[src/dd_odo_pkg.sv]
// Shared types, constants and the CORDIC angle table for the wheel odometry core.
// No dependencies; every other file imports this package.
package dd_odo_pkg;

  // Default sizes
  localparam int CORDIC_ITER_DEF = 16;
  localparam int COUNT_WIDTH_DEF = 32;

  // CORDIC datapath: Q2.30 values held with guard bits
  localparam int CORDIC_W = 34;
  localparam int ITER_W   = 5;
  localparam int ATAN_DEPTH = 30;
  localparam logic [CORDIC_W-1:0] CORDIC_GAIN_Q30 = CORDIC_W'(652032874);
  localparam logic signed [31:0] QUARTER_TURN = 32'sh4000_0000;
  localparam logic [31:0] HALF_TURN = 32'h8000_0000;

  // Input item
  typedef struct packed {
    logic [31:0] left_count;
    logic [31:0] right_count;
  } in_item_t;

  // Result item
  typedef struct packed {
    logic signed [31:0] x_out;
    logic signed [31:0] y_out;
    logic [31:0]        heading_out;
  } out_item_t;

  // Datapath operations issued by the controller
  typedef enum logic [3:0] {
    OP_NONE,
    OP_CAPTURE,
    OP_MUL,
    OP_HEAD,
    OP_ROT_INIT,
    OP_ROT,
    OP_SC_LO,
    OP_SC_HI,
    OP_SC_ACC,
    OP_OUT
  } dp_op_t;

  typedef struct packed {
    dp_op_t            op;
    logic              sel_y;
    logic [ITER_W-1:0] iter;
  } dp_cmd_t;

  typedef struct packed {
    logic upd;
  } dp_stat_t;

  // atan(2^-i) in 2^-32 turns, rounded
  function automatic logic [31:0] atan_turn(input logic [ITER_W-1:0] idx);
    logic [31:0] r;
    unique case (idx)
      5'd0:  r = 32'd536870912;
      5'd1:  r = 32'd316933406;
      5'd2:  r = 32'd167458907;
      5'd3:  r = 32'd85004756;
      5'd4:  r = 32'd42667331;
      5'd5:  r = 32'd21354465;
      5'd6:  r = 32'd10679838;
      5'd7:  r = 32'd5339989;
      5'd8:  r = 32'd2670163;
      5'd9:  r = 32'd1335087;
      5'd10: r = 32'd667544;
      5'd11: r = 32'd333772;
      5'd12: r = 32'd166886;
      5'd13: r = 32'd83443;
      5'd14: r = 32'd41722;
      5'd15: r = 32'd20861;
      5'd16: r = 32'd10430;
      5'd17: r = 32'd5215;
      5'd18: r = 32'd2608;
      5'd19: r = 32'd1304;
      5'd20: r = 32'd652;
      5'd21: r = 32'd326;
      5'd22: r = 32'd163;
      5'd23: r = 32'd81;
      5'd24: r = 32'd41;
      5'd25: r = 32'd20;
      5'd26: r = 32'd10;
      5'd27: r = 32'd5;
      5'd28: r = 32'd3;
      5'd29: r = 32'd1;
      default: r = 32'd0;
    endcase
    return r;
  endfunction

endpackage

[src/dd_odo_ctrl.sv]
// Sequencer for the odometry core: steps the datapath through one item.
// Depends on dd_odo_pkg for command and status types.
module dd_odo_ctrl
  import dd_odo_pkg::*;
#(
  parameter int CORDIC_ITERATIONS = CORDIC_ITER_DEF
) (
  input  logic     clk,
  input  logic     rst,
  input  logic     in_valid,
  output logic     in_stall,
  output logic     out_valid,
  input  logic     out_stall,
  output dp_cmd_t  cmd,
  input  dp_stat_t stat
);

  localparam int IW = $clog2(CORDIC_ITERATIONS);
  localparam logic [IW-1:0] ITER_LAST = IW'(CORDIC_ITERATIONS - 1);

  typedef enum logic [3:0] {
    S_IDLE,
    S_MUL,
    S_HEAD,
    S_ROT_INIT,
    S_ROT,
    S_SX_LO,
    S_SX_HI,
    S_SX_ACC,
    S_SY_LO,
    S_SY_HI,
    S_SY_ACC,
    S_FIN
  } state_t;

  state_t        state;
  logic [IW-1:0] iter;
  logic          out_free;

  assign in_stall = (state != S_IDLE);
  assign out_free = !out_valid || !out_stall;

  // Decode the command for the current step
  always_comb begin
    cmd.op    = OP_NONE;
    cmd.sel_y = 1'b0;
    cmd.iter  = ITER_W'(iter);
    unique case (state)
      S_IDLE:     cmd.op = in_valid ? OP_CAPTURE : OP_NONE;
      S_MUL:      cmd.op = OP_MUL;
      S_HEAD:     cmd.op = OP_HEAD;
      S_ROT_INIT: cmd.op = OP_ROT_INIT;
      S_ROT:      cmd.op = OP_ROT;
      S_SX_LO:    cmd.op = OP_SC_LO;
      S_SX_HI:    cmd.op = OP_SC_HI;
      S_SX_ACC:   cmd.op = OP_SC_ACC;
      S_SY_LO: begin
        cmd.op    = OP_SC_LO;
        cmd.sel_y = 1'b1;
      end
      S_SY_HI: begin
        cmd.op    = OP_SC_HI;
        cmd.sel_y = 1'b1;
      end
      S_SY_ACC: begin
        cmd.op    = OP_SC_ACC;
        cmd.sel_y = 1'b1;
      end
      S_FIN:      cmd.op = out_free ? OP_OUT : OP_NONE;
      default:    cmd.op = OP_NONE;
    endcase
  end

  // State, rotation counter and result valid
  always_ff @(posedge clk) begin
    if (rst) begin
      state     <= S_IDLE;
      iter      <= '0;
      out_valid <= 1'b0;
    end else begin
      // raise valid as a finished item loads, drop it once the waiting item is taken
      if (state == S_FIN && out_free) begin
        out_valid <= 1'b1;
      end else if (out_valid && !out_stall) begin
        out_valid <= 1'b0;
      end
      unique case (state)
        S_IDLE: begin
          if (in_valid) begin
            state <= S_MUL;
          end
        end
        S_MUL:      state <= stat.upd ? S_HEAD : S_FIN;
        S_HEAD:     state <= S_ROT_INIT;
        S_ROT_INIT: begin
          iter  <= '0;
          state <= S_ROT;
        end
        S_ROT: begin
          if (iter == ITER_LAST) begin
            state <= S_SX_LO;
          end else begin
            iter <= iter + 1'b1;
          end
        end
        S_SX_LO:  state <= S_SX_HI;
        S_SX_HI:  state <= S_SX_ACC;
        S_SX_ACC: state <= S_SY_LO;
        S_SY_LO:  state <= S_SY_HI;
        S_SY_HI:  state <= S_SY_ACC;
        S_SY_ACC: state <= S_FIN;
        S_FIN: begin
          if (out_free) begin
            state <= S_IDLE;
          end
        end
        default: state <= S_IDLE;
      endcase
    end
  end

endmodule

[config.mk]
export PLATFORM = sky130hd
export DESIGN_NAME = dd_odo_ctrl
export DESIGN_NICKNAME = d
export VERILOG_FILES = /design/src/dd_odo_pkg.sv /design/src/dd_odo_ctrl.sv
export SDC_FILE = /design/constraint.sdc
export NUM_CORES = 1
export LEC_CHECK = 0
export CAP_MARGIN = 40
export CELL_PAD_IN_SITES_DETAIL_PLACEMENT = 0
export CELL_PAD_IN_SITES_GLOBAL_PLACEMENT = 1
export CORE_UTILIZATION = 40
export CTS_CLUSTER_DIAMETER = 80
export CTS_CLUSTER_SIZE = 20
export DETAILED_ROUTE_END_ITERATION = 12
export DONT_BUFFER_PORTS = 1
export PLACE_DENSITY_LB_ADDON = 0.1
export SYNTH_ARGS = -nofsm -noshare
export SYNTH_HDL_FRONTEND = slang
export SYNTH_SLANG_ARGS = --single-unit
[constraint.sdc]
create_clock -name clk -period 1.9 [get_ports clk]
set_clock_uncertainty 0.05 [all_clocks]
set_input_delay 0.19 -clock clk [delete_from_list [all_inputs] [get_ports clk]]
set_output_delay 0.19 -clock clk [all_outputs]
set_load 0.1 [all_outputs]
==> results.cfg, run 1 <==
[route]
routed_wl_mm = 1.38
drt-pass1-iter-count = 4
routed-via-count = 595
ant_nets = 0
route.met3.wl_um = 79
maxUsedRoutingLayer = met4
vias_per_cell = 5.61
first_iter_violations = 29
wire_per_inst_um = 13.0
drc = 0
wl_met1_um = 691
wl_met2_um = 594

[place]
postPlaceCellArea_um2 = 762
gp_congestion = 0.784
dp_cells = 101
portBuffers = 0
post-dp-hpwl_mm = 1.08
pre_cts_ws_ns = 0.239

[synth]
synth_cell_types = 33
syn_avg_cell_area_um2 = 7.46
synthCells = 76
ys_warn_count = 0
synthAdderAreaFrac_pct = 2.21
ys_seq_elements = 9
synth_compound_area_share_pct = 25.2
ys.flop_type = dfxtp_1
synth_top_family_by_area = simple AND/OR/NAND/NOR gates
yosysMostFrequentCell = dfxtp_1
synth_top_area_share_pct = 31.8
ys_seq_area_share_pct = 31.8
synth.cell_area_um2 = 567
synth_simple_gate_area_share_pct = 30.2
syn_nets = 82
ys_async_sr_fraction_pct = 0
synth-edff-count = 0
synth_mux_area_share_pct = 0
synth_common_cells = dfxtp_1, nor2_1, a21oi_1
synth_area_leader_cell = dfxtp_1
synth_area_leaders = dfxtp_1, a21oi_1, nor2_1
synth-xor-area-share_pct = 3.09

[global_routing]
grt_use_total_pct = 20.0
grt_overflow_total = 0
grt_pass1_vias = 456
grt_pass1_wl_mm = 2.07
antenna_found_initial = 0
grt_max_degree = 15

[sta]
fmax_mhz = 555
fin_crit_ns = 1.80
fin_crit_sh_pct = 94.8
hold_viol = 0
fin_ws_ns = 0.0982
finalMaxSlewViolations = 0
setup_viol = 0
rsz0062_at_grt = false

[clocking]
cts_setup_buffers = 0
clk_pin_slew_ns = 0.06
clockBufferDepth = 2
cts_tree = built
cts_buffers = 3
clk_latency_ns = 0.26
htreeDepth = 1
cts_root_buf = clkbuf_4
cts.sinks = 9

[min_path]
min_path_cells = 2
holdCritPathClass = primary input to flop

[setup_path]
worst_setup_path_end_kind = primary output
critPathKind = flop to primary output
cp_max_fo = 8
crit_path_start_kind = flop
arrival_ns = 1.56
reg2regPathDepth = 4
required_ns = 1.66

[floorplan]
core_area_um2 = 1320
dieWidth_um = 39.6
die_h_um = 39.6
num_rows = 13
io_pins = 17
initial_core_util_pct = 43.0
die-area_um2 = 1570

[power_and_ir_drop]
power.density_nw_per_um2 = 1130
p_leak_nw = 0.309
ir_drop_uv = 613

[status]
status = finished, final reports clean

[cells_and_area]
nNetsFinal = 98
drive_gt1_share_pct = 35.2
post-route-util_pct = 61.0
synthToLayoutAreaGrowth_pct = 41.7
num_antenna_cells = 0
final_area_um2 = 803
fillers = 117
layoutNonFillerInstCount = 106

[run]
max_cap_violations = 0
## critical path, cell delays in order, from the launching register on
cell,delay (ns)
dfxtp_1,0.46
nor2b_2,0.26
o211ai_1,0.18
o31ai_4,0.09
buf_4,0.32
## state kept, by name, indices dropped and copies added (netlist names)
| name | flops |
|---|---|
| state | 4 |
| out_valid | 1 |
| iter | 4 |
## final cells by class
cell class                 instances  area, µm²  area share (%)
clock buffer                       4       26.3            3.27
inverter                           4       15.0            1.87
multi-input combinational         58        397            49.4
sequential                         9        186            23.2
tap                               15       18.8            2.34
timing repair buffer              16        160            19.9
## power by group
part	internal, W	leakage (nW)	total (W)	switching (W)
combinational	0.000160	0.219	0.000524	0.000364
clock	0.0000807	0.0150	0.000144	0.0000631
sequential	0.000205	0.0753	0.000237	0.0000319
total	0.000446	0.309	0.000905	0.000459
## per-layer routing
metal  vias to the layer above  track usage, %
met5                         -               0
met4                         0            7.76
met3                         2            5.11
met2                        16            25.0
met1                       273            31.1
li1                        304               -
## layout by cell type (no fill, tap or decap), drive strengths merged, types with 2 or more instances in the layout
cell type   n
o21ai       4
o22ai       2
a21oi       6
nand2b      3
a31oi       2
nand3       5
or3         2
inv         4
buf        15
nand2       5
xnor2       2
dfxtp       9
nor2        9
clkbuf      4
nor3        3
nor2b       2
## cell families after synthesis
logic type	count (synthesis)
simple gates	32
compound gates	22
buf+inv	9
flops	9
xor+xnor	2
fa+ha+maj	1
other cells	1
## final timing paths
check             startpoint      end  slack [ns]
setup / recovery    state[3]   cmd[6]         0.1
hold / removal           rst  iter[0]        0.10
setup reg to reg    state[1]  iter[0]        0.34
hold reg to reg      iter[1]  iter[1]        0.45
## timing repair
item	4_1_cts	5_1_grt
endpoints found under the hold margin	5	0
hold buffers	1	0
setup endpoints to repair	2	3
gates resized for setup	1	2
pin swaps	0	0
## per-stage QoR
| stage | power [W] | hold WS, ns | TNS [ns] |
|---|---|---|---|
| detailed placement | 0.000759 | 0.206 | 0 |
| floorplan | 0.000629 | 0.202 | -0.0191 |
| CTS | 0.000910 | 0.0962 | 0 |
| global placement | 0.000757 | 0.204 | 0 |
| finish | 0.000905 | 0.101 | 0 |
| global route | 0.000951 | 0.0951 | 0 |
Note: power is estimated with default switching activity, not from simulation.
==> inputs of run 2 (changes only) <==
--- a/config.mk
+++ b/config.mk
@@ -16,2 +16,3 @@
 export PLACE_DENSITY_LB_ADDON = 0.1
+export RECOVER_POWER = 100
 export SYNTH_ARGS = -nofsm -noshare
--- a/constraint.sdc
+++ b/constraint.sdc
@@ -4,2 +4,2 @@
 set_output_delay 0.19 -clock clk [all_outputs]
-set_load 0.1 [all_outputs]
+set_load 0.05 [all_outputs]
==> run 2 against run 1 <==
Effect of this change:
- cell count is 0.94% lower
- count of clock-buffer cells in the layout unchanged
- first-iteration DRC count is 21% lower
- fmax is 2.9% higher
==> results.cfg, run 2 (synthesized netlist as in run 1, its figures left out) <==
[status]
status = finished, final reports clean

[setup_path]
cp_max_fo = 10
arrival_ns = 1.51
worst_setup_path_end_kind = primary output
critPathKind = flop to primary output
crit_path_start_kind = flop
required_ns = 1.66

[clocking]
clk_pin_slew_ns = 0.06
cts_tree = built
cts_root_buf = clkbuf_4
clockBufferDepth = 2
cts.sinks = 9
clk_latency_ns = 0.26
cts_buffers = 3
htreeDepth = 1

[floorplan]
die-area_um2 = 1570
die_h_um = 39.6
initial_core_util_pct = 43.0
io_pins = 17
num_rows = 13
dieWidth_um = 39.6
core_area_um2 = 1320

[cells_and_area]
nNetsFinal = 97
synthToLayoutAreaGrowth_pct = 21.0
num_antenna_cells = 0
largestRegisters = iter x4, state x4, out_valid x1
final_cell_mix = nor2_1, dfxtp_1, a21oi_1, buf_4
layout_commonest_cell = nor2_1
drive_gt1_share_pct = 18.9

[route]
ant_nets = 0
vias_per_cell = 5.78
first_iter_violations = 23
drt-pass1-iter-count = 4
drc = 0
routed-via-count = 607
wire_per_inst_um = 14.1
routed_wl_mm = 1.49

[power_and_ir_drop]
power.density_nw_per_um2 = 1020
p_leak_nw = 0.269
ir_drop_uv = 563

[sta]
finalSetupTns_ns = 0
rsz0062_at_grt = false
hold_viol = 0
setup_viol = 0
worstMarginPinSlew_ns = 0.710
whs_ns = 0.0927
relSlewSlack_pct = 52.7
finalMaxSlewViolations = 0
fin_crit_ns = 1.75
fmax_mhz = 571
fin_crit_sh_pct = 92.2

[place]
post-dp-hpwl_mm = 1.01
portBuffers = 0
gp_congestion = 0.751

[global_routing]
grt_pass1_wl_mm = 2.21
grt_max_degree = 16
antenna_found_initial = 0
grt_overflow_total = 0
grt_pass1_vias = 500
grt_use_total_pct = 22.1

[min_path]
holdCritPathClass = primary input to flop

[run]
max_cap_violations = 0
==> run 2: timing repair <==
item                                    4_1_cts  5_1_grt
resized for setup                             0        2
hold buffers                                  1        0
endpoints found under the setup margin        0        3
setup buffers                                 0        0
hold endpoints to repair                      5        0
==> run 2: final timing paths <==
path	from	to	slack, ns	depth (start not counted)
max	state[1]	cmd[8]	0.15	5
min	rst	iter[0]	0.09	2
max reg2reg	state[0]	iter[0]	0.22	4
min reg2reg	iter[2]	iter[2]	0.48	1
==> run 2: final cells by class <==
type	instances	area, µm²
Clock buffer	4	26.3
Fill cell	136	632
Sequential cell	9	183
Tap cell	15	18.8
Timing Repair Buffer	15	95.1
Multi-Input combinational cell	58	348
Inverter	4	15.0
==> run 2: metrics by stage <==
step / cells / setup slack (ns) / total power [W] / util [%] / cell area [µm²]
6_report: 105 / 0.148 / 0.000696 / 52.0 / 686
3_3_place_gp: 100 / 0.325 / 0.000552 / 51.5 / 678
4_1_cts: 105 / 0.0677 / 0.000707 / 54.2 / 714
2_1_floorplan: 76 / 0.0974 / 0.000474 / - / 578
3_5_place_dp: 100 / 0.303 / 0.000551 / 51.5 / 678
5_1_grt: 105 / 0.0442 / 0.000736 / 52.0 / 686
==> run 2: report_power, final <==
part / internal (W) / switching (W) / leakage, nW / total (W)
Sequential: 0.000205 / 0.0000249 / 0.0739 / 0.000230
Clock: 0.0000811 / 0.0000697 / 0.0150 / 0.000151
Combinational: 0.0000954 / 0.000221 / 0.180 / 0.000316
Total: 0.000381 / 0.000315 / 0.269 / 0.000696
==> run 2: routing by layer <==
metal | part of all wire, % | track usage [%]
met1 | 47 | 28.1
met5 | 0 | 0
met4 | 1.5 | 10.3
met2 | 46 | 33.2
met3 | 5.9 | 6.82
==> run 2: critical path, cell delays in order (launching register included) <==
cell and delay (ns):
dfxtp_1 0.40, buf_4 0.20, nand2_1 0.11, xnor2_1 0.16, o21ai_1 0.12, clkbuf_4 0.24
==> inputs of run 3 (changes only) <==
--- a/constraint.sdc
+++ b/constraint.sdc
@@ -4,2 +4,2 @@
 set_output_delay 0.19 -clock clk [all_outputs]
-set_load 0.05 [all_outputs]
+set_load 0.01 [all_outputs]
==> run 3 against run 2 <==
Effect of this change:
- worst hold slack is essentially flat
- worst setup slack gained 0.083 ns
- non-clock buffer count shrank 10
- register-to-register slack gained 0.12 ns
- wire length shrank 12%
- utilization shrank 5.2 points
- cell area shrank 10%
- clock power is essentially flat
- sequential power shrank 7%
- critical endpoint unchanged
==> results.cfg, run 3 (synthesized netlist as in run 1, its figures left out) <==
[floorplan]
die-area_um2 = 1570
core_area_um2 = 1320
die_h_um = 39.6
initial_core_util_pct = 43.0
dieWidth_um = 39.6
num_rows = 13
io_pins = 17

[power_and_ir_drop]
power.density_nw_per_um2 = 895
ir_drop_uv = 509
p_leak_nw = 0.230

[setup_path]
cp_max_fo = 15
rrSetupSlack_ns = 0.34
cp_top_family = compound AO/OA/AOI/OAI gates
crit_path_start_kind = flop
r2r-end = iter[0]
crit_buf_inv = 1
startpoint = state[0]
critPathKind = flop to primary output
reg2regPathDepth = 4
r2r_start = state[3]
required_ns = 1.66
cp.depth = 4
crit_path_end = cmd[8]
crit_chain = buf_4, nand2_1, xnor2_1, o21ai_0
critPathSlowestCell = o21ai_0
max_stage_delay_ns = 0.38
worst_setup_path_end_kind = primary output
arrival_ns = 1.43

[sta]
setup_viol = 0
hold_viol = 0
finalMaxSlewViolations = 0
fin_crit_ns = 1.67
fin_crit_sh_pct = 87.8
fmax_mhz = 599
finalSetupTns_ns = 0
rsz0062_at_grt = false

[run]
max_cap_violations = 0

[route]
routed-via-count = 544
first_iter_violations = 20
drc = 0
ant_nets = 0
vias_per_cell = 5.73
routed_wl_mm = 1.31
wire_per_inst_um = 13.8
drt-pass1-iter-count = 5

[cells_and_area]
largestRegisters = iter x4, state x4, out_valid x1
drive_gt1_share_pct = 8.75
final_cell_mix = nor2_1, dfxtp_1, a21oi_1
final_area_um2 = 617
nNetsFinal = 87
synthToLayoutAreaGrowth_pct = 8.83
multiInputGateArea_um2 = 337
num_antenna_cells = 0
seqCellArea_um2 = 180
fillers = 139

[global_routing]
grt_pass1_vias = 414
antenna_found_initial = 0
grt_overflow_total = 0
grt_pass1_wl_mm = 1.84
grt_use_total_pct = 18.4
grt_max_degree = 16

[clocking]
cts_tree = built
clk_latency_ns = 0.26
cts_hold_buf = 1
cts.repair.resized = 0
cts_buffers = 3
clockBufferDepth = 2
cts.sinks = 9
cts_root_buf = clkbuf_4
htreeDepth = 1
clk_pin_slew_ns = 0.07
cts_setup_buffers = 0

[place]
postPlaceCellArea_um2 = 592
post-dp-hpwl_um = 964
portBuffers = 0
gp_congestion = 0.804

[min_path]
holdCritPathClass = primary input to flop

[status]
status = finished, final reports clean
## run 3: report_power, final
group	switching, W	total, W	internal [W]	leakage [nW]
clock network	0.0000684	0.000149	0.0000809	0.0150
logic	0.000121	0.000188	0.0000664	0.142
registers	0.0000117	0.000215	0.000203	0.0733
total	0.000202	0.000552	0.000350	0.230
## run 3: how the worst min path moves through the flow
stage | cells past startpoint | startpoint | slack (ns) | to
2_1_floorplan | 1 | rst | 0.21 | out_valid
3_3_place_gp | 1 | rst | 0.21 | out_valid
3_5_place_dp | 1 | rst | 0.22 | out_valid
4_1_cts | 2 | rst | 0.09 | iter[0]
5_1_grt | 2 | rst | 0.09 | iter[1]
6_report | 2 | rst | 0.09 | iter[1]
## run 3: layout make-up
class,instances,share of cell area [%]
sequential,9,29.2
tap,15,3.04
multi-input combinational,58,54.6
timing repair buffer,5,6.49
inverter,4,2.43
clock buffer,4,4.26
## run 3: per-stage QoR
stage               hold WS (ns)  instances  setup WS [ns]  util [%]  total power (W)
global placement           0.210         90          0.451      44.9         0.000407
floorplan                  0.209         76          0.448         -         0.000363
finish                    0.0926         95          0.231      46.8         0.000552
global route              0.0924         95         0.0860      46.8         0.000588
CTS                       0.0865         95          0.220      47.7         0.000561
detailed placement         0.217         90          0.418      44.9         0.000405
## run 3: routing by layer
metal	vias to the layer above	share of wire, %	GRT usage [%]
li1	283	-	-
met1	239	54	26.5
met2	20	38	22.1
met3	2	6.6	6.82
met4	0	1.1	10.3
met5	-	0	0
## run 3: worst register-to-register path, stage by stage (launching register included)
cell and delay, ns:
dfxtp_1 0.36, or4b_1 0.54, nor2_1 0.19, nor2_1 0.08, a22o_1 0.24
